## src/rtl/core/u2u_pkg.sv

```systemverilog
package u2u_pkg;

	localparam int BYTE_W          = 8;
	localparam int UNIT_W          = 16;
	localparam int PART_W          = 10;
	localparam int COUNT_WIDTH_DEF = 16;
	localparam int QUEUE_DEPTH     = 2;

	// one classified beat handed from the front to the back
	typedef struct packed {
		logic [UNIT_W-1:0] unit;
		logic              is_end;
		logic              bad;
	} u2u_op_t;

endpackage

```

## src/rtl/core/u2u_front.sv

```systemverilog
module u2u_front (
	input  logic                    clk,
	input  logic                    arst_n,
	input  logic                    accept,
	input  logic [u2u_pkg::BYTE_W-1:0] data_byte,
	output logic                    push,
	output u2u_pkg::u2u_op_t        op
);
	import u2u_pkg::*;

	typedef enum logic [3:0] {
		PH_LEAD    = 4'b0001,
		PH_LAST    = 4'b0010,
		PH_TWO     = 4'b0100,
		PH_DISCARD = 4'b1000
	} u2u_phase_t;

	u2u_phase_t        phase_q, phase_d;
	logic [PART_W-1:0] part_q, part_d;
	logic              err_q, err_d;

	always_comb begin
		phase_d   = phase_q;
		part_d    = part_q;
		err_d     = err_q;
		push      = 1'b0;
		op.unit   = '0;
		op.is_end = 1'b0;
		op.bad    = 1'b0;
		if (accept) begin
			if (data_byte == '0) begin
				// terminator: a sequence still open counts as malformed
				push      = 1'b1;
				op.is_end = 1'b1;
				op.bad    = err_q | (phase_q != PH_LEAD);
				phase_d   = PH_LEAD;
				part_d    = '0;
				err_d     = 1'b0;
			end else begin
				case (phase_q)
					PH_LEAD: begin
						if (data_byte inside {[8'h01:8'h7F]}) begin
							push    = 1'b1;
							op.unit = UNIT_W'(data_byte);
						end else if (data_byte inside {[8'hC0:8'hDF]}) begin
							part_d  = PART_W'(data_byte[4:0]);
							phase_d = PH_LAST;
						end else if (data_byte inside {[8'hE0:8'hEF]}) begin
							part_d  = PART_W'(data_byte[3:0]);
							phase_d = PH_TWO;
						end else begin
							err_d   = 1'b1;
							phase_d = PH_DISCARD;
							part_d  = '0;
						end
					end
					PH_LAST: begin
						if (data_byte inside {[8'h80:8'hBF]}) begin
							push    = 1'b1;
							op.unit = {part_q, data_byte[5:0]};
							part_d  = '0;
							phase_d = PH_LEAD;
						end else begin
							err_d   = 1'b1;
							phase_d = PH_DISCARD;
							part_d  = '0;
						end
					end
					PH_TWO: begin
						if (data_byte inside {[8'h80:8'hBF]}) begin
							part_d  = {part_q[3:0], data_byte[5:0]};
							phase_d = PH_LAST;
						end else begin
							err_d   = 1'b1;
							phase_d = PH_DISCARD;
							part_d  = '0;
						end
					end
					PH_DISCARD: begin
					end
					default: begin
						err_d   = 1'b1;
						phase_d = PH_DISCARD;
						part_d  = '0;
					end
				endcase
			end
		end
	end

	always_ff @(posedge clk or negedge arst_n) begin
		if (!arst_n) begin
			phase_q <= PH_LEAD;
			part_q  <= '0;
			err_q   <= 1'b0;
		end else begin
			phase_q <= phase_d;
			part_q  <= part_d;
			err_q   <= err_d;
		end
	end

`ifndef ASSERT_OFF
	a_term_clears: assert property (@(posedge clk) disable iff (!arst_n)
		accept && data_byte == '0 |=> phase_q == PH_LEAD && !err_q)
		else $error("terminator did not clear decode state");
	a_discard_silent: assert property (@(posedge clk) disable iff (!arst_n)
		accept && phase_q == PH_DISCARD && data_byte != '0 |-> !push)
		else $error("beat emitted while discarding");
`endif

endmodule

```

## src/rtl/core/u2u_queue.sv

```systemverilog
module u2u_queue (
	input  logic             clk,
	input  logic             arst_n,
	input  logic             push,
	input  u2u_pkg::u2u_op_t push_op,
	input  logic             pop,
	output u2u_pkg::u2u_op_t pop_op,
	output logic             full,
	output logic             empty
);
	import u2u_pkg::*;

	localparam int PTR_W = (QUEUE_DEPTH > 1) ? $clog2(QUEUE_DEPTH) : 1;
	localparam int CNT_W = $clog2(QUEUE_DEPTH + 1);

	u2u_op_t           mem_q [QUEUE_DEPTH];
	logic [PTR_W-1:0]  wr_ptr_q, rd_ptr_q;
	logic [CNT_W-1:0]  cnt_q;

	function automatic logic [PTR_W-1:0] ptr_next(input logic [PTR_W-1:0] p);
		return (p == PTR_W'(QUEUE_DEPTH - 1)) ? '0 : p + 1'b1;
	endfunction

	assign full   = (cnt_q == CNT_W'(QUEUE_DEPTH));
	assign empty  = (cnt_q == '0);
	assign pop_op = mem_q[rd_ptr_q];

	always_ff @(posedge clk) begin
		if (push) begin
			mem_q[wr_ptr_q] <= push_op;
		end
	end

	always_ff @(posedge clk or negedge arst_n) begin
		if (!arst_n) begin
			wr_ptr_q <= '0;
			rd_ptr_q <= '0;
			cnt_q    <= '0;
		end else begin
			if (push) begin
				wr_ptr_q <= ptr_next(wr_ptr_q);
			end
			if (pop) begin
				rd_ptr_q <= ptr_next(rd_ptr_q);
			end
			if (push && !pop) begin
				cnt_q <= cnt_q + 1'b1;
			end else if (pop && !push) begin
				cnt_q <= cnt_q - 1'b1;
			end
		end
	end

`ifndef ASSERT_OFF
	a_no_overflow: assert property (@(posedge clk) disable iff (!arst_n)
		(push && !pop) |-> !full)
		else $error("queue written while full");
`endif

endmodule

```

## src/rtl/core/u2u_back.sv

```systemverilog
module u2u_back #(
	parameter int COUNT_WIDTH = u2u_pkg::COUNT_WIDTH_DEF
) (
	input  logic                        clk,
	input  logic                        arst_n,
	input  logic                        empty,
	input  u2u_pkg::u2u_op_t            op,
	output logic                        pop,
	output logic                        out_valid,
	input  logic                        out_stall,
	output logic [u2u_pkg::UNIT_W-1:0]  code_unit,
	output logic                        is_end,
	output logic                        status,
	output logic [u2u_pkg::UNIT_W-1:0]  unit_count
);
	import u2u_pkg::*;

	logic [COUNT_WIDTH-1:0] cnt_q, cnt_inc;
	logic                   valid_q;
	logic [UNIT_W-1:0]      unit_q, count_q;
	logic                   end_q, status_q;

	// counter holds at its maximum
	assign cnt_inc = (cnt_q == '1) ? cnt_q : cnt_q + 1'b1;
	assign pop     = !empty && (!valid_q || !out_stall);

	always_ff @(posedge clk or negedge arst_n) begin
		if (!arst_n) begin
			valid_q <= 1'b0;
			cnt_q   <= '0;
		end else begin
			if (pop) begin
				valid_q <= 1'b1;
				cnt_q   <= op.is_end ? '0 : cnt_inc;
			end else if (!out_stall) begin
				valid_q <= 1'b0;
			end
		end
	end

	always_ff @(posedge clk) begin
		if (pop) begin
			end_q <= op.is_end;
			if (op.is_end) begin
				unit_q   <= '0;
				status_q <= op.bad;
				count_q  <= UNIT_W'(cnt_q);
			end else begin
				unit_q   <= op.unit;
				status_q <= 1'b0;
				count_q  <= UNIT_W'(cnt_inc);
			end
		end
	end

	assign out_valid  = valid_q;
	assign code_unit  = unit_q;
	assign is_end     = end_q;
	assign status     = status_q;
	assign unit_count = count_q;

`ifndef ASSERT_OFF
	a_end_resets_count: assert property (@(posedge clk) disable iff (!arst_n)
		pop && op.is_end |=> cnt_q == '0)
		else $error("unit count not cleared after end beat");
	a_hold_on_stall: assert property (@(posedge clk) disable iff (!arst_n)
		valid_q && out_stall |-> !pop)
		else $error("output register overwritten while stalled");
`endif

endmodule

```

## src/rtl/core/utf8_to_ucs2_decoder_top.sv

```systemverilog
// utf8 to ucs-2 decoder
// input channel: in_valid / in_stall carry one utf-8 byte per beat on data_byte;
// a zero byte ends the string
// output channel: out_valid / out_stall carry one result per beat: a code unit
// (is_end low) or the end-of-string result (is_end high, code_unit zero,
// status high if malformed input was seen, unit_count the saturated total)
// bytes that start or continue a sequence give no result
// a result is presented from the output register, loaded from the queue entry
// written when the byte that completes it is taken; decode is combinational,
// and the queue entry and the output register are the two stages
// throughput: one byte per cycle while in_stall is low, set by the combinational
// decode step in the front part and one queue pop per cycle in the back part
// reset: arst_n clears the decoder to expect a lead byte, empties the queue
// and drops out_valid
// receiver stall: the output register holds its beat, the queue fills, and
// in_stall rises once both queue entries are taken
module utf8_to_ucs2_decoder_top #(
	parameter int COUNT_WIDTH = u2u_pkg::COUNT_WIDTH_DEF
) (
	input  logic                        clk,
	input  logic                        arst_n,
	input  logic                        in_valid,
	output logic                        in_stall,
	input  logic [u2u_pkg::BYTE_W-1:0]  data_byte,
	output logic                        out_valid,
	input  logic                        out_stall,
	output logic [u2u_pkg::UNIT_W-1:0]  code_unit,
	output logic                        is_end,
	output logic                        status,
	output logic [u2u_pkg::UNIT_W-1:0]  unit_count
);
	import u2u_pkg::*;

	logic    accept, push, pop, full, empty;
	u2u_op_t push_op, pop_op;

	assign in_stall = full;
	assign accept   = in_valid && !full;

	u2u_front u_front (
		.clk       (clk),
		.arst_n    (arst_n),
		.accept    (accept),
		.data_byte (data_byte),
		.push      (push),
		.op        (push_op)
	);

	u2u_queue u_queue (
		.clk     (clk),
		.arst_n  (arst_n),
		.push    (push),
		.push_op (push_op),
		.pop     (pop),
		.pop_op  (pop_op),
		.full    (full),
		.empty   (empty)
	);

	u2u_back #(
		.COUNT_WIDTH (COUNT_WIDTH)
	) u_back (
		.clk        (clk),
		.arst_n     (arst_n),
		.empty      (empty),
		.op         (pop_op),
		.pop        (pop),
		.out_valid  (out_valid),
		.out_stall  (out_stall),
		.code_unit  (code_unit),
		.is_end     (is_end),
		.status     (status),
		.unit_count (unit_count)
	);

endmodule

```

## config.mk

```make
export PLATFORM = sky130hd
export DESIGN_NAME = utf8_to_ucs2_decoder_top
export DESIGN_NICKNAME = d
export VERILOG_FILES = /design/src/rtl/core/u2u_pkg.sv /design/src/rtl/core/u2u_front.sv /design/src/rtl/core/u2u_queue.sv /design/src/rtl/core/u2u_back.sv /design/src/rtl/core/utf8_to_ucs2_decoder_top.sv
export SDC_FILE = /design/constraint.sdc
export NUM_CORES = 1
export LEC_CHECK = 0
export BUFFER_PORTS_ARGS = -buffer_cell sky130_fd_sc_hd__buf_2
export CAP_MARGIN = 30
export CORE_AREA = 2 2 100 102
export CTS_BUF_LIST = sky130_fd_sc_hd__clkbuf_16
export DETAILED_ROUTE_END_ITERATION = 6
export DIE_AREA = 0 0 102 104
export PLACE_DENSITY_LB_ADDON = 0.05
export RECOVER_POWER = 50
export SKIP_CTS_REPAIR_TIMING = 1
export SLEW_MARGIN = 40
export SYNTH_ARGS = -nofsm -noshare
export SYNTH_HDL_FRONTEND = slang
export SYNTH_SLANG_ARGS = --single-unit
```

## constraint.sdc

```tcl
create_clock -name clk -period 2.3 [get_ports clk]
set_input_delay 0.115 -clock clk [delete_from_list [all_inputs] [get_ports clk]]
set_output_delay 0.115 -clock clk [all_outputs]
set_load 0.01 [all_outputs]
```

# == After elaboration in Yosys (flattened, before gate mapping) ==
# Memories as Yosys holds them, arrays and structs flattened.
# Cells that the tools add are included.
# op_classes
bitwise,1
shift,0
n_eq_ne,13
mul,0
n_reduce_logical,21
addsub,5
n_lt_le_gt_ge,8
mux,41
n_div,0
# ops
operator,n
$mux W16,5
$mux W10,4
$pmux W16 S2,1
$pmux W10 S3,1
$mux W4,7
$ge A8 B8 Y1 const B,3
$le A8 B8 Y1 const B,3
$mux W18,1
$add A16 B1 Y16 const B,1
$eq A16 B16 Y1 const B,1
$pmux W4 S4,1
$mux W1,15
$ne A3 B2 Y1 const B,4
$ge A8 B1 Y1 const B,1
$le A8 B7 Y1 const B,1
$logic_and A1 B1 Y1,8
$logic_not A8 Y1,1
$mux W8,1
$logic_not A1 Y1,6
$mux W2,3
$reduce_and A6 Y1,1
$eq A4 B1 Y1 const B,1
$eq A4 B2 Y1 const B,1
$eq A4 B3 Y1 const B,1
other kinds (15),17
# totals
ram_bits,36
mem_count,1
romBits,0
regBits,70
latchBits,0
word_cells,102
# memory_table
name,words,width,rd,rd_ports_with_merged_regs,write_ports,line_no,text
u_queue.mem_q,2,18,1,0,1,u2u_queue.sv:16,u2u_op_t mem_q [QUEUE_DEPTH];

# == Logic depth before layout (Yosys ltp) ==
# logic_depth
ltp_word,10
depth_mapped,8
ltp_nobuf,7

# == Modules after synthesis ==
# Synthesis repeated with hierarchy kept, for this count alone.
# unflattened
cells_unflattened,396
hier_area_um2,4998.5
# modules_own_cells
module,cells_each,n_inst,area_per_inst_um2
u2u_back,236,1,2557.5
u2u_queue,72,1,1535.2
u2u_front,87,1,892.1
utf8_to_ucs2_decoder_top,1,1,13.8

# == Worst setup path after synthesis ==
# OpenSTA, ideal clock, no wires.
# synth_timing
path_kind,reg-to-reg
from,reg u_back.valid_q (netlist: u_back.out_valid)
to,reg u_back.cnt_q[13]
setup_time_ns,0.095
path_stages_with_launch,7
slack_ns,-0.184
t_arrival_ns,2.389
cell_sequence,dfrtp_1 -> nand2_1 -> o21ai_1 -> inv_1 -> clkbuf_1 -> o21ai_0 -> a211oi_1
# synth_between
elab_chain_cells,3
# synth_lines
item,line_no,text
from (decl),u2u_back.sv:19,logic valid_q;
from (signal assigned),u2u_back.sv:29,valid_q <= 1'b0;
from (signal assigned),u2u_back.sv:33,valid_q <= 1'b1;
from (signal assigned),u2u_back.sv:36,valid_q <= 1'b0;
$logic_not A1 Y1,u2u_back.sv:25,assign pop = !empty && (!valid_q || !out_stall);
$logic_or A1 B1 Y1,u2u_back.sv:25,
$logic_and A1 B1 Y1,u2u_back.sv:25,
named net pop,utf8_to_ucs2_decoder_top.sv:34,"logic accept, push, pop, full, empty;"
to (signal assigned),u2u_back.sv:34,cnt_q <= op.is_end ? '0 : cnt_inc;
to (decl),u2u_back.sv:18,"logic [COUNT_WIDTH-1:0] cnt_q, cnt_inc;"
# The timed path passes the listed nets, and every way through them passes these cells.
# A chain may end at the register's enable or synchronous reset.

# == Worst setup path after layout ==
# layout_timing
from,reg u_back.cnt_q[0]
to,reg u_back.count_q[10] (netlist: u_back.unit_count[10]) (data pin)
# layout_between
elab_chain_cells,3
elab_cells_between_ends,4
cone_classes,1 x add/sub; 1 x eq/ne; 2 x mux
# layout_lines
item,line_no,text
$add A16 B1 Y16 or $eq A16 B16 Y1 (tied branches),u2u_back.sv:24,assign cnt_inc = (cnt_q == '1) ? cnt_q : cnt_q + 1'b1;
$mux W16 *,u2u_back.sv:24,
$mux W16 *,u2u_back.sv:44,if (op.is_end) begin
to (signal assigned),u2u_back.sv:47,count_q <= UNIT_W'(cnt_q);
to (signal assigned),u2u_back.sv:51,count_q <= UNIT_W'(cnt_inc);
to (decl),u2u_back.sv:20,"logic [UNIT_W-1:0] unit_q, count_q;"
# Mark *: on every way between the ends. The rest lies on a longest branch, timed or not.

==> run summary <==
Yosys warns: 0
Number of buffers added on ports: 47
WP data required: 2.39 ns
Worst path max stage delay: 0.60 ns
Fillers: 872
Seq/Total Area, Yosys: 0.620
Pleak: 2.18 nW
CTS root buffer: clkbuf_16
Initial DRT Pass Iterations: 4
Crit. path cell count: 5
WL final: 9330 um
Setup WS pre-CTS: 0.148 ns
Crit-path cells: ha_1, nand3_2, or4_1, nor3_1, xnor2_1
Share of cells above drive strength 1: 0.137
Final hold viol count: 1
Die area: 0.0106 sq mm
Gate Count Post-Synth: 391
CTS Buffer Depth: 2
Antenna diodes: 0
Pwr Density: 941 mW/mm^2
Initial core utilization: 0.507
Syn nets: 405
Max cap viols: 0
Placed cell area: 0.00531 sq mm
Final hold slack: -0.00799 ns
Via count of the first global-routing pass: 3107
Share of Yosys cell area claimed by the top area cell type: 0.434
Clock skew: 0.00778 ns
DP Wirelength: 6140 um
Chip Width: 102 um
CTS H-tree depth: 3
Violated checks: hold timing
Buffer and inverter count on the worst path: 0
DRC violation count after routing: 0
Slowest stage cell, crit path: or4_1
Final setup fails: 0
CTS tree: yes
I/O pin count: 48
Hold Path Stages: 3
Commonest non-fill, non-tap cell in the layout: edfxtp_1
Status: finished with violations
Die H: 104 um
Cell variety after synth: 56
Tightest Hold Check Type: primary input to flop
Commonest cells after routing, fill and taps aside: 70 x edfxtp_1, 38 x clkbuf_1, 35 x nand2_1, 35 x dfrtp_1, 29 x nor2_1
Avg Inst Size Synth: 12.4 sq um
Synth area leaders: edfxtp_1 43%, dfrtp_1 18%, mux2i_1 4.8%
Power Total: 0.00520 W
Worst-margin pin slew: 0.990 ns
Vias per cell: 5.47
Slack of the critical path: 0.205 ns
Post-layout min period: 2.09 ns
Largest net degree at the start of global routing: 45
Clock-pin slew on the worst setup and hold paths: 0.07 ns
Clk sink count: 106
Arr. time, crit path: 2.18 ns
Row count: 36
Async SR Flop Fraction: 0.340
Relative slew slack: 0.340
Crit-path leading delay family: simple AND/OR/NAND/NOR gates
Final period utilization: 0.911
Setup Crit Path Kind: flop to flop
Number of synthesized flops with an enable pin: 70
Number of synthesized register bits: 106
GRT Util Overall: 0.185
Worst setup EP type: flop
Setup TNS: 0 ns
Worst reg2reg path depth: 5
WL/cell: 15.9 um
Fmax: 0.477 GHz
Final Slew Violations: 0
RSZ-0062 raised after global routing: no
Worst-Skew Late Latency: 0.34 ns
Via count: 3201
Core outline area: 0.00955 sq mm
Grt ovf: 0
Final ANT Viol Nets: 0
First-pass GRT wire length: 15200 um
Post-Synthesis Cell Area: 0.00484 sq mm
Nets@finish: 461
Startpoint Class: flop
Iteration-0 DRC count of the detailed router: 154
Maximum vdd drop: 609 uV
Routability cong.: 0.812
CTS Buf Count: 9
Post-synth top area cell: edfxtp_1
Max FO, Critical Path: 7
Final instance area: 0.00552 sq mm
Area Overhead vs Synth: 14.0%
Initial antenna violation count: 0
Ys flop type: edfxtp_1
[final timing paths]
| path | start | endpoint | slack (ns) |
|---|---|---|---|
| max in group asynchronous | arst_n | u_back.cnt_q[3] | 1.21 |
| hold reg to reg | u_back.cnt_q[10] | u_back.cnt_q[10] | 0.49 |
| min in group asynchronous | arst_n | u_queue.cnt_q[0] | 0.47 |
| hold / removal | out_stall | u_back.out_valid | -0.008 |
| setup reg to reg | u_back.cnt_q[0] | u_back.unit_count[10] | 0.21 |
| setup / recovery | u_back.cnt_q[0] | u_back.unit_count[10] | 0.21 |
[cells in the mapped netlist (3+ instances only)]
library cell,n
nor3_1,16
and2_1,13
o211ai_1,8
a31oi_1,4
edfxtp_1,70
xor2_1,15
nor3b_1,4
and3_1,3
nand3_1,18
a21oi_1,9
clkbuf_1,6
mux2i_1,23
nor2_1,29
nor4_1,6
inv_1,13
nor2b_1,3
o21ai_0,4
nand2_1,35
buf_2,14
dfrtp_1,35
mux2_2,10
or4_1,7
a21o_1,3
[registers in the layout (all words and copies together), names as in the netlist]
name	cells
u_front.part_q	10
u_back.code_unit	16
u_back.cnt_q	16
u_back.status	1
u_queue.wr_ptr_q	1
u_back.is_end	1
u_back.out_valid	1
u_queue.rd_ptr_q	1
u_front.phase_q	4
u_front.err_q	1
u_back.unit_count	16
u_queue.cnt_q	2
u_queue.mem_q	36
[area by class of cell]
class                      instances  area [sq um]  area share
sequential                       106          3000       0.544
multi-input combinational        251          1690       0.305
timing repair buffer              66           350      0.0634
clock buffer                       9           225      0.0408
tap                              133           166      0.0301
inverter                          13          48.8     0.00884
clock inverter                     7          40.0     0.00725
[cells by family (layout without fill, tap and decap cells)]
family,Yosys count,after routing,share of synthesized area
buf+inv,34,95,0.0307
mux,35,35,0.0777
simple gates,152,152,0.171
compound gates,45,45,0.0648
fa+ha+maj,2,2,0.00516
flops,106,106,0.620
xor+xnor,17,17,0.0307
[through the flow]
step | cells | hold WS [ns] | util
after floorplan | 391 | -0.181 | -
after global routing | 585 | 0.0253 | 0.578
after CTS | 584 | -0.240 | 0.584
after global placement | 568 | 0.277 | 0.556
after detailed placement | 568 | 0.120 | 0.556
final | 585 | -0.00799 | 0.578
[layer usage]
layer | vias up | part of all wire | wire length (um) | track usage
met4 | 0 | 0.013 | 125 | 0.0600
met2 | 73 | 0.47 | 4360 | 0.281
li1 | 1559 | - | - | -
met3 | 9 | 0.039 | 364 | 0.0302
met5 | - | 0 | 0 | 0
met1 | 1560 | 0.48 | 4470 | 0.272
[worst reg2reg max path: stages, from the launching register on]
cell	delay, ns
dfrtp_1	0.43
ha_1	0.34
nand3_2	0.19
or4_1	0.60
nor3_1	0.20
xnor2_1	0.09
[power by group]
part	total, W	internal, W	switching [W]
registers	0.00252	0.00240	0.000125
clock network	0.00137	0.000722	0.000647
logic	0.00131	0.000435	0.000873
(Power assumes the default switching activity.)
